$ cat config.mk
export PLATFORM = sky130hd
export DESIGN_NAME = set_assoc_lru_cache_lookup
export DESIGN_NICKNAME = d
export VERILOG_FILES = /design/src/design/salc_pkg.sv /design/src/design/salc_ctrl.sv /design/src/design/salc_dp.sv /design/src/design/set_assoc_lru_cache_lookup.sv
export SDC_FILE = /design/constraint.sdc
export NUM_CORES = 1
export LEC_CHECK = 0
export BUFFER_PORTS_ARGS = -buffer_cell sky130_fd_sc_hd__buf_4
export CORE_ASPECT_RATIO = 0.75
export CORE_MARGIN = 8
export CORE_UTILIZATION = 45
export DETAILED_ROUTE_END_ITERATION = 10
export GPL_ROUTABILITY_DRIVEN = 0
export PLACE_DENSITY = 0.66
export SLEW_MARGIN = 10
export SYNTH_ARGS = -nofsm -noshare
export SYNTH_HDL_FRONTEND = slang
export SYNTH_SLANG_ARGS = --single-unit
$ cat constraint.sdc
create_clock -name clk -period 8.2 [get_ports clk]
set_clock_uncertainty 0.1 [all_clocks]
set_input_delay 1.64 -clock clk [delete_from_list [all_inputs] [get_ports clk]]
set_output_delay 1.64 -clock clk [all_outputs]
set_load 0.05 [all_outputs]
$ cat src/design/salc_pkg.sv
// Shared constants, types and helpers for the set-associative LRU cache lookup.
// Used by salc_ctrl, salc_dp and the top level set_assoc_lru_cache_lookup.
package salc_pkg;

  function automatic int floor_log2(input int v);
    int b;
    int x;
    b = 0;
    x = v;
    while (x > 1) begin
      x = x >> 1;
      b = b + 1;
    end
    return b;
  endfunction

  localparam int LINE_BYTES = 16;
  localparam int WAYS       = 4;
  localparam int SETS       = 2;

  localparam int ADDR_W   = 32;
  localparam int COUNT_W  = 32;
  localparam int TAG_W    = 27;
  localparam int OFF_BITS = floor_log2(LINE_BYTES);
  localparam int SET_BITS = floor_log2(SETS);
  localparam int SET_IW   = (SET_BITS > 0) ? SET_BITS : 1;
  localparam int TAG_LSB  = OFF_BITS + SET_BITS;

  typedef logic [TAG_W-1:0]              tag_t;
  typedef logic [WAYS-1:0][TAG_W-1:0]    tag_row_t;
  typedef logic [WAYS-1:0]               valid_row_t;
  typedef logic [SET_IW-1:0]             set_idx_t;
  typedef logic [COUNT_W-1:0]            count_t;

  // Commands from the controller to the datapath
  typedef struct packed {
    logic load;    // capture the input word and read its set
    logic commit;  // write back the reordered set, update counts and result
  } salc_cmd_t;

  typedef enum logic [1:0] {
    ST_IDLE   = 2'b01,
    ST_UPDATE = 2'b10
  } salc_state_t;

endpackage

$ cat src/design/salc_ctrl.sv
// Controller for the cache lookup: input/output handshakes and sequencing.
// Depends on salc_pkg for the state encoding and the command struct.
module salc_ctrl (
  input  logic               clk,
  input  logic               rst_n,
  input  logic               in_valid,
  output logic               in_stall,
  output logic               out_valid,
  input  logic               out_stall,
  output salc_pkg::salc_cmd_t cmd
);
  import salc_pkg::*;

  salc_state_t state_r, state_nxt;
  logic        out_valid_r, out_valid_nxt;
  logic        out_free;

  assign in_stall  = (state_r != ST_IDLE);
  assign out_valid = out_valid_r;
  assign out_free  = !out_valid_r || !out_stall;

  always_comb begin
    cmd.load   = (state_r == ST_IDLE) && in_valid;
    cmd.commit = (state_r == ST_UPDATE) && out_free;
  end

  always_comb begin
    state_nxt = state_r;
    case (state_r)
      ST_IDLE: begin
        if (in_valid) state_nxt = ST_UPDATE;
      end
      ST_UPDATE: begin
        // hold while the previous result is still waiting
        if (out_free) state_nxt = ST_IDLE;
      end
      default: state_nxt = ST_IDLE;
    endcase
  end

  always_comb begin
    if (cmd.commit) begin
      out_valid_nxt = 1'b1;
    end else if (out_valid_r && !out_stall) begin
      out_valid_nxt = 1'b0;
    end else begin
      out_valid_nxt = out_valid_r;
    end
  end

  always_ff @(posedge clk) begin
    if (!rst_n) begin
      state_r     <= ST_IDLE;
      out_valid_r <= 1'b0;
    end else begin
      state_r     <= state_nxt;
      out_valid_r <= out_valid_nxt;
    end
  end

  a_load_then_update: assert property (@(posedge clk) disable iff (!rst_n)
    cmd.load |=> (state_r == ST_UPDATE))
    else $error("accepted word did not move to update");

  a_commit_shows_result: assert property (@(posedge clk) disable iff (!rst_n)
    cmd.commit |=> out_valid_r)
    else $error("committed word produced no result");

  a_hold_when_blocked: assert property (@(posedge clk) disable iff (!rst_n)
    (state_r == ST_UPDATE) && out_valid_r && out_stall |=> (state_r == ST_UPDATE))
    else $error("update left while the result register was blocked");

  a_no_load_and_commit: assert property (@(posedge clk) disable iff (!rst_n)
    !(cmd.load && cmd.commit))
    else $error("load and commit in the same cycle");

endmodule

$ cat src/design/salc_dp.sv
// Datapath for the cache lookup: tag memory, valid bits, compare, LRU reorder, counts.
// Depends on salc_pkg; driven by salc_ctrl commands.
module salc_dp (
  input  logic                        clk,
  input  logic                        rst_n,
  input  salc_pkg::salc_cmd_t         cmd,
  input  logic [31:0]                 in_address,
  output logic                        out_hit,
  output logic                        out_set_index,
  output logic [31:0]                 out_hit_count,
  output logic [31:0]                 out_miss_count
);
  import salc_pkg::*;

  tag_row_t   tag_mem [SETS];
  valid_row_t valid_r [SETS];

  tag_row_t   rd_tags_r;
  valid_row_t rd_valid_r;
  set_idx_t   set_r;
  tag_t       tag_r;
  set_idx_t   in_set;

  count_t     hits_r, misses_r;
  logic       hit_r;
  set_idx_t   out_set_r;

  logic       found;
  logic [WAYS-1:0] past_hit;  // way lies beyond the matching way
  tag_row_t   new_tags;
  valid_row_t new_valid;

  always_comb begin
    if (SET_BITS == 0) begin
      in_set = '0;
    end else begin
      in_set = SET_IW'(in_address >> OFF_BITS);
    end
  end

  // Read the set at accept time so the compare runs in the next cycle
  always_ff @(posedge clk) begin
    if (cmd.load) begin
      rd_tags_r <= tag_mem[in_set];
      set_r     <= in_set;
      tag_r     <= TAG_W'(in_address >> TAG_LSB);
    end
    if (cmd.commit) begin
      tag_mem[set_r] <= new_tags;
    end
  end

  always_ff @(posedge clk) begin
    if (!rst_n) begin
      for (int s = 0; s < SETS; s++) valid_r[s] <= '0;
      rd_valid_r <= '0;
    end else begin
      if (cmd.load) rd_valid_r <= valid_r[in_set];
      if (cmd.commit) valid_r[set_r] <= new_valid;
    end
  end

  // First matching way; valid ways form a prefix so a match needs its valid bit
  always_comb begin
    found    = 1'b0;
    past_hit = '0;
    for (int i = 0; i < WAYS; i++) begin
      past_hit[i] = found;
      if (!found && rd_valid_r[i] && (rd_tags_r[i] == tag_r)) found = 1'b1;
    end
  end

  // Move to front: ways up to the match (all ways on a miss) shift back, ways past it stay
  always_comb begin
    new_tags     = rd_tags_r;
    new_valid    = rd_valid_r;
    new_tags[0]  = tag_r;
    new_valid[0] = 1'b1;
    for (int j = 1; j < WAYS; j++) begin
      if (!(found && past_hit[j])) begin
        new_tags[j]  = rd_tags_r[j-1];
        new_valid[j] = rd_valid_r[j-1];
      end
    end
  end

  always_ff @(posedge clk) begin
    if (!rst_n) begin
      hits_r   <= '0;
      misses_r <= '0;
    end else if (cmd.commit) begin
      if (found) begin
        if (hits_r != '1) hits_r <= hits_r + COUNT_W'(1);
      end else begin
        if (misses_r != '1) misses_r <= misses_r + COUNT_W'(1);
      end
    end
  end

  // Hold the result fields until the next commit, even while a new word loads
  always_ff @(posedge clk) begin
    if (cmd.commit) begin
      hit_r     <= found;
      out_set_r <= set_r;
    end
  end

  assign out_hit        = hit_r;
  assign out_set_index  = out_set_r[0];
  assign out_hit_count  = hits_r;
  assign out_miss_count = misses_r;

endmodule

$ cat src/design/set_assoc_lru_cache_lookup.sv
// Set-associative LRU cache lookup, top level.
// Joins the controller salc_ctrl and the datapath salc_dp; uses salc_pkg.
//
// Usage:
//   Input channel (in_valid / in_stall / in_address): one byte address per word.
//   The address splits into line offset (dropped), set index and a 27-bit tag.
//   Output channel (out_valid / out_stall): hit flag, set index and the
//   saturating running hit and miss counts, counting this access.
//   Each accepted word has its set read and registered at accept; its result
//   is registered when its update cycle commits. The set is read from the tag
//   memory at the accept edge, compared and written back reordered when the
//   update commits; the next word is taken only once this one is written back.
//   in_stall is high while a word is in its update cycle.
//   When the receiver stalls, the result register holds; a following word is
//   still accepted and read, then waits in its update cycle until the
//   result register frees.
//   Reset (rst_n low, synchronous) clears all valid bits and both counts at
//   once; no clearing pass is needed, the block is ready the cycle after.
module set_assoc_lru_cache_lookup (
  input  logic        clk,
  input  logic        rst_n,
  input  logic        in_valid,
  output logic        in_stall,
  input  logic [31:0] in_address,
  output logic        out_valid,
  input  logic        out_stall,
  output logic        out_hit,
  output logic        out_set_index,
  output logic [31:0] out_hit_count,
  output logic [31:0] out_miss_count
);
  import salc_pkg::*;

  salc_cmd_t cmd;

  salc_ctrl u_ctrl (
    .clk       (clk),
    .rst_n     (rst_n),
    .in_valid  (in_valid),
    .in_stall  (in_stall),
    .out_valid (out_valid),
    .out_stall (out_stall),
    .cmd       (cmd)
  );

  salc_dp u_dp (
    .clk            (clk),
    .rst_n          (rst_n),
    .cmd            (cmd),
    .in_address     (in_address),
    .out_hit        (out_hit),
    .out_set_index  (out_set_index),
    .out_hit_count  (out_hit_count),
    .out_miss_count (out_miss_count)
  );

endmodule

==> Word level (Yosys, flattened, before mapping) <==
Memories as Yosys holds them, arrays and structs flattened. A register that Yosys moved wholly into a read port is not among the register bits.
Cells that the tools add are included.
{ "totals": {"ff_bits": 97, "ramBits": 224, "input_bits": 36, "out_inout_bits": 68, "memories": 2} }
{ "classes": {"addsub": 2, "eq_ne": 11, "muxes": 23, "bitwise_logic": 1, "n_reduce_logical": 25} }
{ "mem_list": {"columns": ["name", "words", "width", "read_ports", "rd_clocked_by_memory_dff", "write_ports", "line", "text"], "rows": [
  ["u_dp.tag_mem", 2, 108, 1, 1, 1, "salc_dp.sv:15", "tag_row_t tag_mem [SETS];"],
  ["u_dp.valid_r", 2, 4, 1, 1, 2, "salc_dp.sv:16", "valid_row_t valid_r [SETS];"]
]} }
{ "op_table": {"columns": ["operator", "n"], "rows": [
  ["$eq 27x27->1", 4],
  ["$mux 27", 3],
  ["$add 32x1->32 const B", 2],
  ["$ne 32x32->1 const B", 2],
  ["$mux 1", 16],
  ["$logic_and 1x1->1", 13],
  ["$logic_not 1->1", 6],
  ["$reduce_and 3->1", 2],
  ["$mux 2", 2],
  ["$mux 4", 1],
  ["$ne 2x1->1 const B", 2],
  ["$pmux 2 s2", 1],
  ["$reduce_or 4->1", 1],
  ["$eq 2x1->1 const B", 1],
  ["$eq 2x2->1 const B", 1],
  ["$ne 2x2->1 const B", 1],
  ["$reduce_and 2->1", 1],
  ["$reduce_bool 2->1", 1],
  ["$logic_or 1x1->1", 1],
  ["$not 1->1", 1]
]} }

==> Depth between registers and ports, before layout <==
Gate-level depths: netlist of the first run.
{ "depth": {"word_depth": 18, "ltp_mapped": 10} }

==> By module <==
A second synthesis of the first run with hierarchy kept.
{ "hier_totals": {"cells_unflattened": 1202, "area_unflattened_um2": 18157.4} }
{ "by_module_without_submodules": {"columns": ["module", "n_inst", "cells_each", "area_each_um2"], "rows": [
  ["salc_dp", 1, 1189, 18029.8],
  ["salc_ctrl", 1, 13, 127.6]
]} }

==> Worst setup path before layout of the first run <==
No wires, ideal clock.
{ "synth_timing": {"path_type": "input to register", "start": "in in_valid", "end": "reg u_dp.rd_valid_r[0] (read register of u_dp.valid_r)", "setup_ns": 0.434, "arrival_ns": 7.760, "path_slack_ns": -0.094, "stages": 3, "n_path_buf": 0, "cell_sequence": "inv_1 -> nor2_1 -> a211oi_1"} }
{ "synth_rtl": {"columns": ["item", "line", "text"], "rows": [
  ["start, declared", "set_assoc_lru_cache_lookup.sv:22", "input logic in_valid,"],
  ["end, declared", "salc_dp.sv:19", "valid_row_t rd_valid_r;"]
]} }

==> flow_summary.ini, run 1 <==
[logic_synthesis]
yosysMostFrequentCell = edfxtp_1
ys_ff_latch = 433
synthCells = 1214
ys.flop_type = edfxtp_1
synth_top_cells_by_count = edfxtp_1, mux2_2, xnor2_1
synth.distinct_cells = 50
synthArstFlopShare_pct = 0
yosys_warnings = 0
synth_edf_count = 360
synth_area_per_cell_um2 = 15.02
yosys.area.top_type = edfxtp_1
syn_area_um2 = 18240
yosysTopAreaCellShare_pct = 59.28
synth_area_leaders = edfxtp_1, mux2_2, dfxtp_1, xnor2_1, nand4_1
synth_nets = 1252
ys_seq_area_share_pct = 67.29

[place]
numPortBuffers = 99
dp_slack_ns = 3.705
place_inst = 1789
dp_hpwl_um = 25600

[power]
power_density_nw_per_um2 = 224.7
p_total_w = 0.004681
peakVddDrop_mv = 0.1760
p_leak_nw = 6.673

[global_routing]
antenna_found_initial = 0
grt_pass1_wl_um = 62490
grt_usage_pct = 16.77
grt_pass1_vias = 10410
grt_overflow = 0
grt_start_max_net_pins = 86

[routing]
vias_per_cell = 5.697
dr.pass1.iters = 5
routedWlPerCell_um = 21.91
drtAntennaViolNets = 0
num_vias = 10640
routed_wl_um = 40930
route.detailed.drc = 0
drtIter0Drc = 815

[timing]
period_share_pct = 46.70
fmax_ghz = 0.2611
setup_ws_ns = 4.370
slew_viol_final = 0
period_needed_ns = 3.830
finalHoldViolCount = 0
relSlewSlack_pct = 24.69
setup_tns_ns = 0
rsz0062_at_grt = no
worst_pin_slew_ns = 1.130
finalSetupViolations = 0

[worst_setup_path]
crit_slowest_cell = buf_4
r2r-start = u_dp.tag_r[23]
cp_max_fo = 61
crit_path_max_incr_delay_ns = 0.80
worstPathCellList = buf_4 -> nand2_1 -> nand2b_1 -> inv_1 -> and2_4 -> buf_4 -> nand2b_1
worstPathRequired_ns = 8.34
cp-end-kind = flop
startpoint = out_stall
cp.arrival_ns = 3.97
start_kind = primary input
critical_path_class = in -> reg

[floorplanning]
die_y_um = 190.3
dieArea_um2 = 47290
ioPinCount = 104
die_width_um = 248.5
start_util_pct = 45.19
coreArea_um2 = 40360
fp-row-count = 64

[finish]
nets = 1345
drive_gt1_share_pct = 28.13
syn_to_final_growth_pct = 14.24
fillCellCount = 3407
antenna_cells = 0
stdcell_count = 1868

[run]
cap_violations = 0

[clock_network]
cts.sinks = 433
cts_resized = 0
worstSkewPairLatency_ns = 0.55
clk_pin_slew_ns = 0.06
h-tree-depth = 2
numCtsBuffers = 44
cts_tree = yes
ctsHoldBuffers = 0
root_buffer = clkbuf_16
cts_setup_buffers = 0
clock_path_buffers = 3

[outcome]
status = completed

[worst_hold_path]
hold_class = reg -> reg
worstHoldStart = u_dp.valid_r[0][0]
-- critical path, delay by kind of cell --
family / cells / cell delay, ns
buffers and inverters: 3 / 1.10
and+or+nand+nor: 4 / 1.22
-- flip-flops by register name, summed over array words and instances (netlist names) --
register             flops
u_ctrl.out_valid         1
u_ctrl.state_r           2
u_dp.out_hit             1
u_dp.out_hit_count      32
u_dp.out_miss_count     32
u_dp.out_set_index       1
u_dp.rd_tags_r         108
u_dp.rd_valid_r          4
u_dp.set_r               1
u_dp.tag_mem           216
u_dp.tag_r              27
u_dp.valid_r             8
-- cell families after synthesis --
| logic type | share of synthesized area, % |
|---|---|
| AND/OR/NAND/NOR | 8.926 |
| buffers and inverters | 1.756 |
| adder cells (fa/ha/maj) | 0.1372 |
| AO/OA/AOI/OAI | 4.137 |
| XOR/XNOR | 5.317 |
| flip-flops | 67.29 |
| multiplexers | 12.44 |
-- placed cells by master, fill, tap and decap left out, types with 3 or more instances in the layout --
master / count
o21ai_0: 20
nand4_1: 59
nor3_1: 6
nand3_1: 30
inv_1: 7
xnor2_1: 81
nand2b_1: 12
edfxtp_1: 360
nand2_1: 31
nor2_1: 22
and4_1: 12
mux2i_1: 14
nor4_1: 22
buf_4: 109
xor2_1: 26
or3_1: 23
clkbuf_1: 6
clkbuf_16: 46
clkinv_2: 11
o31ai_1: 33
mux2_2: 189
a211oi_1: 4
and3_1: 7
a21oi_1: 54
clkinv_1: 8
and2_1: 3
or4_1: 34
dfxtp_1: 73
-- final cells by class --
cell class                      instances  area, µm²  area share (%)
Clock inverter                         24      170.2          0.8167
Tap cell                              528      660.6           3.171
Inverter                                8      30.03          0.1441
Sequential cell                       433      12270           58.90
Multi-Input combinational cell        711       5675           27.24
Clock buffer                           55       1209           5.801
Timing Repair Buffer                  109      818.3           3.927
-- routing by layer --
layer / global-route usage (%) / wire (µm)
met5: 0 / 0
met4: 4.454 / 813
met3: 3.677 / 2453
met2: 25.41 / 18300
met1: 24.28 / 19360
-- final timing paths --
path | endpoint | slack, ns | depth (start not counted)
min | u_dp.valid_r[0][0] | 0.37 | 2
max reg2reg | u_dp.out_miss_count[6] | 4.55 | 8
min reg2reg | u_dp.valid_r[0][0] | 0.37 | 2
max | u_dp.valid_r[1][1] | 4.37 | 7
-- where the power goes --
part / leakage (nW) / switching [W] / internal [W]
clock network: 0.686 / 0.000830 / 0.00111
logic: 2.08 / 0.000148 / 0.0000932
registers: 3.91 / 0.0000546 / 0.00245
-- stage by stage --
stage / instance area [µm²] / util [%] / hold WS, ns
floorplan: 18240 / - / 0.3393
global placement: 19460 / 48.21 / 0.3546
detailed placement: 19460 / 48.21 / 0.3577
CTS: 20840 / 51.62 / 0.3720
global route: 20840 / 51.62 / 0.4065
finish: 20840 / 51.62 / 0.3700
No activity file was read; power rests on OpenSTA's default activity.
==> run 2, diff against run 1 <==
==> constraint.sdc (replaced) <==
create_clock -name clk -period 3.3 [get_ports clk]
set_clock_uncertainty 0.1 [all_clocks]
set_input_delay 0.66 -clock clk [delete_from_list [all_inputs] [get_ports clk]]
set_output_delay 0.66 -clock clk [all_outputs]
set_load 0.05 [all_outputs]
==> run 2 against run 1 <==
  * Sequential power rose by 150%
  * Cell area rose by 2.4%
  * Core utilization rose by 1.3 points
  * Via count rose by 1.7%
  * Power rose to 2.5 times the previous value
  * Sequential cell count did not move
  * Non-clock buffer count rose by 45
  * Largest cell class unchanged
==> flow_summary.ini, run 2 (synthesized netlist as in run 1, its figures left out) <==
[finish]
largest_register_ff_count = 216
antenna_cells = 0
design_area_um2 = 21340
nets = 1389
post-route-util_pct = 52.88
syn_to_final_growth_pct = 17.03
drive_gt1_share_pct = 30.43
largestRegisters = u_dp.tag_mem (216), u_dp.rd_tags_r (108)
layout_commonest_cell = edfxtp_1
mostFrequentLayoutCells = edfxtp_1, mux2_2, buf_4, xnor2_1, dfxtp_1
top_register = u_dp.tag_mem

[worst_hold_path]
hold_class = in -> reg
worstHoldStart = in_address[14]
hold_path_depth = 1
holdPathEnd = u_dp.tag_r[9]

[clock_network]
cts_resized = 0
cts.sinks = 433
clock_path_buffers = 3
worstSkewPairLatency_ns = 0.55
numCtsBuffers = 43
h-tree-depth = 2
cts_tree = yes
cts_setup_buffers = 0
clk_pin_slew_ns = 0.07
ctsHoldBuffers = 0
root_buffer = clkbuf_16

[power]
p_comb_share_pct = 5.8
p_total_w = 0.01174
swShare_pct = 21.67
p_clk_share_pct = 41.4
p_int_w = 0.009195
peakVddDrop_mv = 0.3820
pwr-share-seq_pct = 52.8
power_density_nw_per_um2 = 550.1
p_leak_nw = 6.934
p_switching_w = 0.002544

[routing]
routed_wl_um = 42070
drtAntennaViolNets = 0
route.detailed.drc = 0
drtIter0Drc = 941
vias_per_cell = 5.671
routedWlPerCell_um = 22.05
dr.pass1.iters = 5
num_vias = 10820

[global_routing]
antenna_found_initial = 0
grt_pass1_vias = 10730
grt_overflow = 0
grt_pass1_wl_um = 64440
grt_start_max_net_pins = 65
grt_usage_pct = 17.36

[worst_setup_path]
r2r-start = u_dp.tag_r[0]
r2r_slack_ns = 0.14
cp-end-kind = flop
critical_path_class = reg -> reg
reg2regPathDepth = 9
start_kind = flop
cp.arrival_ns = 3.52
reg2reg_to = u_dp.out_hit_count[19]
worstPathRequired_ns = 3.66
cp_max_fo = 25

[floorplanning]
dieArea_um2 = 47290
die_width_um = 248.5
start_util_pct = 45.19
die_y_um = 190.3
fp-row-count = 64
ioPinCount = 104
coreArea_um2 = 40360

[place]
numPortBuffers = 99
dp_slack_ns = 0.2194
dp_hpwl_um = 27400
placed_area_um2 = 19960

[timing]
relSlewSlack_pct = 49.82
period_share_pct = 95.89
worst_pin_slew_ns = 0.7509
rsz0062_at_grt = no
setup_tns_ns = 0
finalSetupViolations = 0
slew_viol_final = 0
setup_ws_ns = 0.1356
period_needed_ns = 3.164
fmax_ghz = 0.3160
finalHoldViolCount = 0

[outcome]
status = completed

[run]
cap_violations = 0
-- run 2: changes by cell type in the layout (fill, tap and decap cells not counted), sizes merged --
cell | before | now
clkinv | 19 | 13
clkbuf | 55 | 56
inv | 10 | 8
buf | 109 | 154
bufinv | 2 | 4
-- run 2: worst max path at each step --
stage              startpoint  slack [ns]                     end
2_1_floorplan        in_valid       0.003       u_dp.rd_tags_r[0]
3_3_place_gp   u_dp.tag_r[17]        0.24  u_dp.out_hit_count[17]
3_5_place_dp   u_dp.tag_r[17]        0.22  u_dp.out_hit_count[19]
4_1_cts        u_dp.tag_r[17]        0.21  u_dp.out_hit_count[21]
5_1_grt        u_dp.tag_r[17]       0.007  u_dp.out_hit_count[21]
6_report        u_dp.tag_r[0]        0.14  u_dp.out_hit_count[19]
-- run 2: worst max-delay path, stage by stage (launching register included) --
cell	delay, ns
edfxtp_1	0.42
buf_4	0.18
xnor2_1	0.46
nand4_1	0.15
nor4_1	0.41
a22oi_1	0.29
a31o_4	0.38
buf_4	0.20
or3_1	0.35
a21oi_1	0.14
-- run 2: metal layers --
metal / share of wire (%) / up-vias / track usage, % / wire [µm]
li1: - / 5009 / - / -
met1: 46 / 5448 / 24.75 / 19420
met2: 44 / 288 / 25.88 / 18500
met3: 7.7 / 75 / 4.998 / 3237
met4: 2.2 / 0 / 4.499 / 908
met5: 0 / - / 0 / 0
-- run 2: power by group through the flow --
| stage | combinational, W | sequential, W | clock (W) |
|---|---|---|---|
| floorplan | 0.000397 | 0.00628 | 0 |
| global placement | 0.000664 | 0.00631 | 0 |
| detailed placement | 0.000678 | 0.00631 | 0 |
| CTS | 0.000681 | 0.00620 | 0.00498 |
| global route | 0.000730 | 0.00621 | 0.00518 |
| finish | 0.000683 | 0.00620 | 0.00486 |
-- run 2: metrics by stage --
| stage | hold slack, ns | std cells |
|---|---|---|
| 2_1_floorplan | 0.3393 | 1214 |
| 3_3_place_gp | 0.3511 | 1834 |
| 3_5_place_dp | 0.3618 | 1834 |
| 4_1_cts | 0.1601 | 1908 |
| 5_1_grt | 0.1551 | 1908 |
| 6_report | 0.1868 | 1908 |
-- run 2: area by class of cell --
| cell class | count | area (µm²) |
|---|---|---|
| clock buffer | 56 | 1187 |
| clock inverter | 18 | 191.4 |
| fill | 3328 | 19020 |
| inverter | 8 | 30.03 |
| multi-input combinational | 711 | 5683 |
| sequential | 433 | 12270 |
| tap | 528 | 660.6 |
| timing repair buffer | 154 | 1319 |
==> run 3, diff against run 2 <==
--- a/config.mk
+++ b/config.mk
@@ -11,6 +11,7 @@
 export CORE_UTILIZATION = 45
 export DETAILED_ROUTE_END_ITERATION = 10
 export GPL_ROUTABILITY_DRIVEN = 0
+export GPL_TIMING_DRIVEN = 0
 export PLACE_DENSITY = 0.66
 export SLEW_MARGIN = 10
 export SYNTH_ARGS = -nofsm -noshare
==> run 3 against run 2 <==
  * Power hardly changed
  * Combinational power is 2% higher
  * Count of clock-buffer cells in the layout increased by 1
  * Core utilization increased by 0.42 points
  * Maximum frequency decreased by 1.1%
  * Via count is 3.5% higher
  * Critical endpoint is now u_dp.out_hit_count[29]
  * Largest power group unchanged
  * Highest routed layer unchanged
==> flow_summary.ini, run 3 (synthesized netlist as in run 1, its figures left out) <==
[finish]
design_area_um2 = 21510
syn_to_final_growth_pct = 17.97
antenna_cells = 0
top_register = u_dp.tag_mem
layout_commonest_cell = edfxtp_1
drive_gt1_share_pct = 30.19
largestRegisters = u_dp.tag_mem (216), u_dp.rd_tags_r (108)
nets = 1406
largest_register_ff_count = 216
mostFrequentLayoutCells = edfxtp_1, mux2_2, buf_4, dfxtp_1, xnor2_1

[routing]
drtAntennaViolNets = 0
vias_per_cell = 5.804
routedWlPerCell_um = 22.69
dr.pass1.iters = 7
route.detailed.drc = 0
drtIter0Drc = 1096
num_vias = 11200
routed_wl_um = 43760

[timing]
finalSetupViolations = 0
fmax_ghz = 0.3126
period_needed_ns = 3.199
finalHoldViolCount = 0
slew_viol_final = 0
period_share_pct = 96.92
setup_ws_ns = 0.1015
whs_ns = 0.1922
worst_pin_slew_ns = 0.8795
relSlewSlack_pct = 41.37

[place]
dp_slack_ns = -0.3318
dp_hpwl_um = 30080
placed_area_um2 = 19930
numPortBuffers = 99

[worst_setup_path]
crit_slowest_cell = or4_1
crit_path_max_incr_delay_ns = 0.64
cp-end-kind = flop
cp_max_fo = 10
worstPathCellList = buf_6 -> xnor2_2 -> nand4_1 -> or4_1 -> or2_4 -> a31o_4 -> buf_6 -> buf_2 -> o31ai_1 -> a21oi_1
worstPathRequired_ns = 3.61
cp.arrival_ns = 3.51
crit_path_frequent_cell = buf_6
start_kind = flop
critical_path_class = reg -> reg

[power]
swShare_pct = 21.85
p_comb_share_pct = 6.0
pwr-share-seq_pct = 53.0
p_leak_nw = 7.010
p_switching_w = 0.002564
p_total_w = 0.01174
p_int_w = 0.009171
power_density_nw_per_um2 = 545.4
peakVddDrop_mv = 0.4232
p_clk_share_pct = 41.1

[floorplanning]
die_y_um = 190.3
ioPinCount = 104
fp-row-count = 64
dieArea_um2 = 47290
die_width_um = 248.5
coreArea_um2 = 40360
start_util_pct = 45.19

[clock_network]
h-tree-depth = 2
clk_pin_slew_ns = 0.06
worstSkewPairLatency_ns = 0.55
numCtsBuffers = 43
cts.sinks = 433
clock_path_buffers = 3
cts_setup_buffers = 0
root_buffer = clkbuf_16
cts_tree = yes

[outcome]
status = completed

[global_routing]
grt_pass1_wl_um = 66550
grt_pass1_vias = 10940
antenna_found_initial = 0
grt_overflow = 0
grt_usage_pct = 17.94
grt_start_max_net_pins = 58

[worst_hold_path]
hold_class = in -> reg

[run]
cap_violations = 0
==> run 3: metal layers <==
layer	global-route usage (%)	up-vias	wire length (µm)
li1	-	5049	-
met1	26.22	5703	20600
met2	27.37	369	19440
met3	3.677	74	2902
met4	4.047	0	818
met5	0	-	0
==> run 3: path summary, 6_finish.rpt <==
| kind | from | end | slack [ns] | cells after the start |
|---|---|---|---|---|
| setup / recovery | u_dp.tag_r[5] | u_dp.out_hit_count[29] | 0.10 | 10 |
| hold / removal | in_address[5] | u_dp.tag_r[0] | 0.19 | 1 |
| setup reg to reg | u_dp.tag_r[5] | u_dp.out_hit_count[29] | 0.10 | 10 |
| hold reg to reg | u_dp.valid_r[0][0] | u_dp.valid_r[0][0] | 0.37 | 2 |
==> run 3: critical path, delay by kind of cell, from the launching register on <==
family	cells	cell delay, ns
xor+xnor	1	0.22
flops	1	0.43
simple gates	3	1.12
compound gates	3	0.68
buf+inv	3	0.51
==> run 3: power groups by stage <==
stage / clock network [W] / logic, W / registers [W]
after floorplan: 0 / 0.000397 / 0.00628
after global placement: 0 / 0.000623 / 0.00634
after detailed placement: 0 / 0.000670 / 0.00632
after CTS: 0.00492 / 0.000681 / 0.00621
after global routing: 0.00512 / 0.000740 / 0.00623
final: 0.00482 / 0.000700 / 0.00622
==> run 3: layout make-up <==
type	instances	area, µm²
buffer	61	315.3
clock buffer	57	1171
timing repair buffer	110	1001
clock inverter	21	193.9
inverter	8	30.03
sequential	433	12270
tap	528	660.6
multi-input combinational	711	5871
fill	3308	18840
==> run 3: metrics by stage <==
stage               util (%)  cells  TNS [ns]
floorplan                  -   1214         0
CTS                    52.94   1930         0
global route           53.31   1929  -0.02096
detailed placement     49.39   1852    -19.19
global placement       48.73   1841   -453.15
finish                 53.31   1929         0
==> run 3: timing repair <==
item / CTS / global route
endpoints found under the setup margin: 140 / 130
hold buffers: 0 / 0
pin swaps: 0 / 1
gates resized for setup: 15 / 27
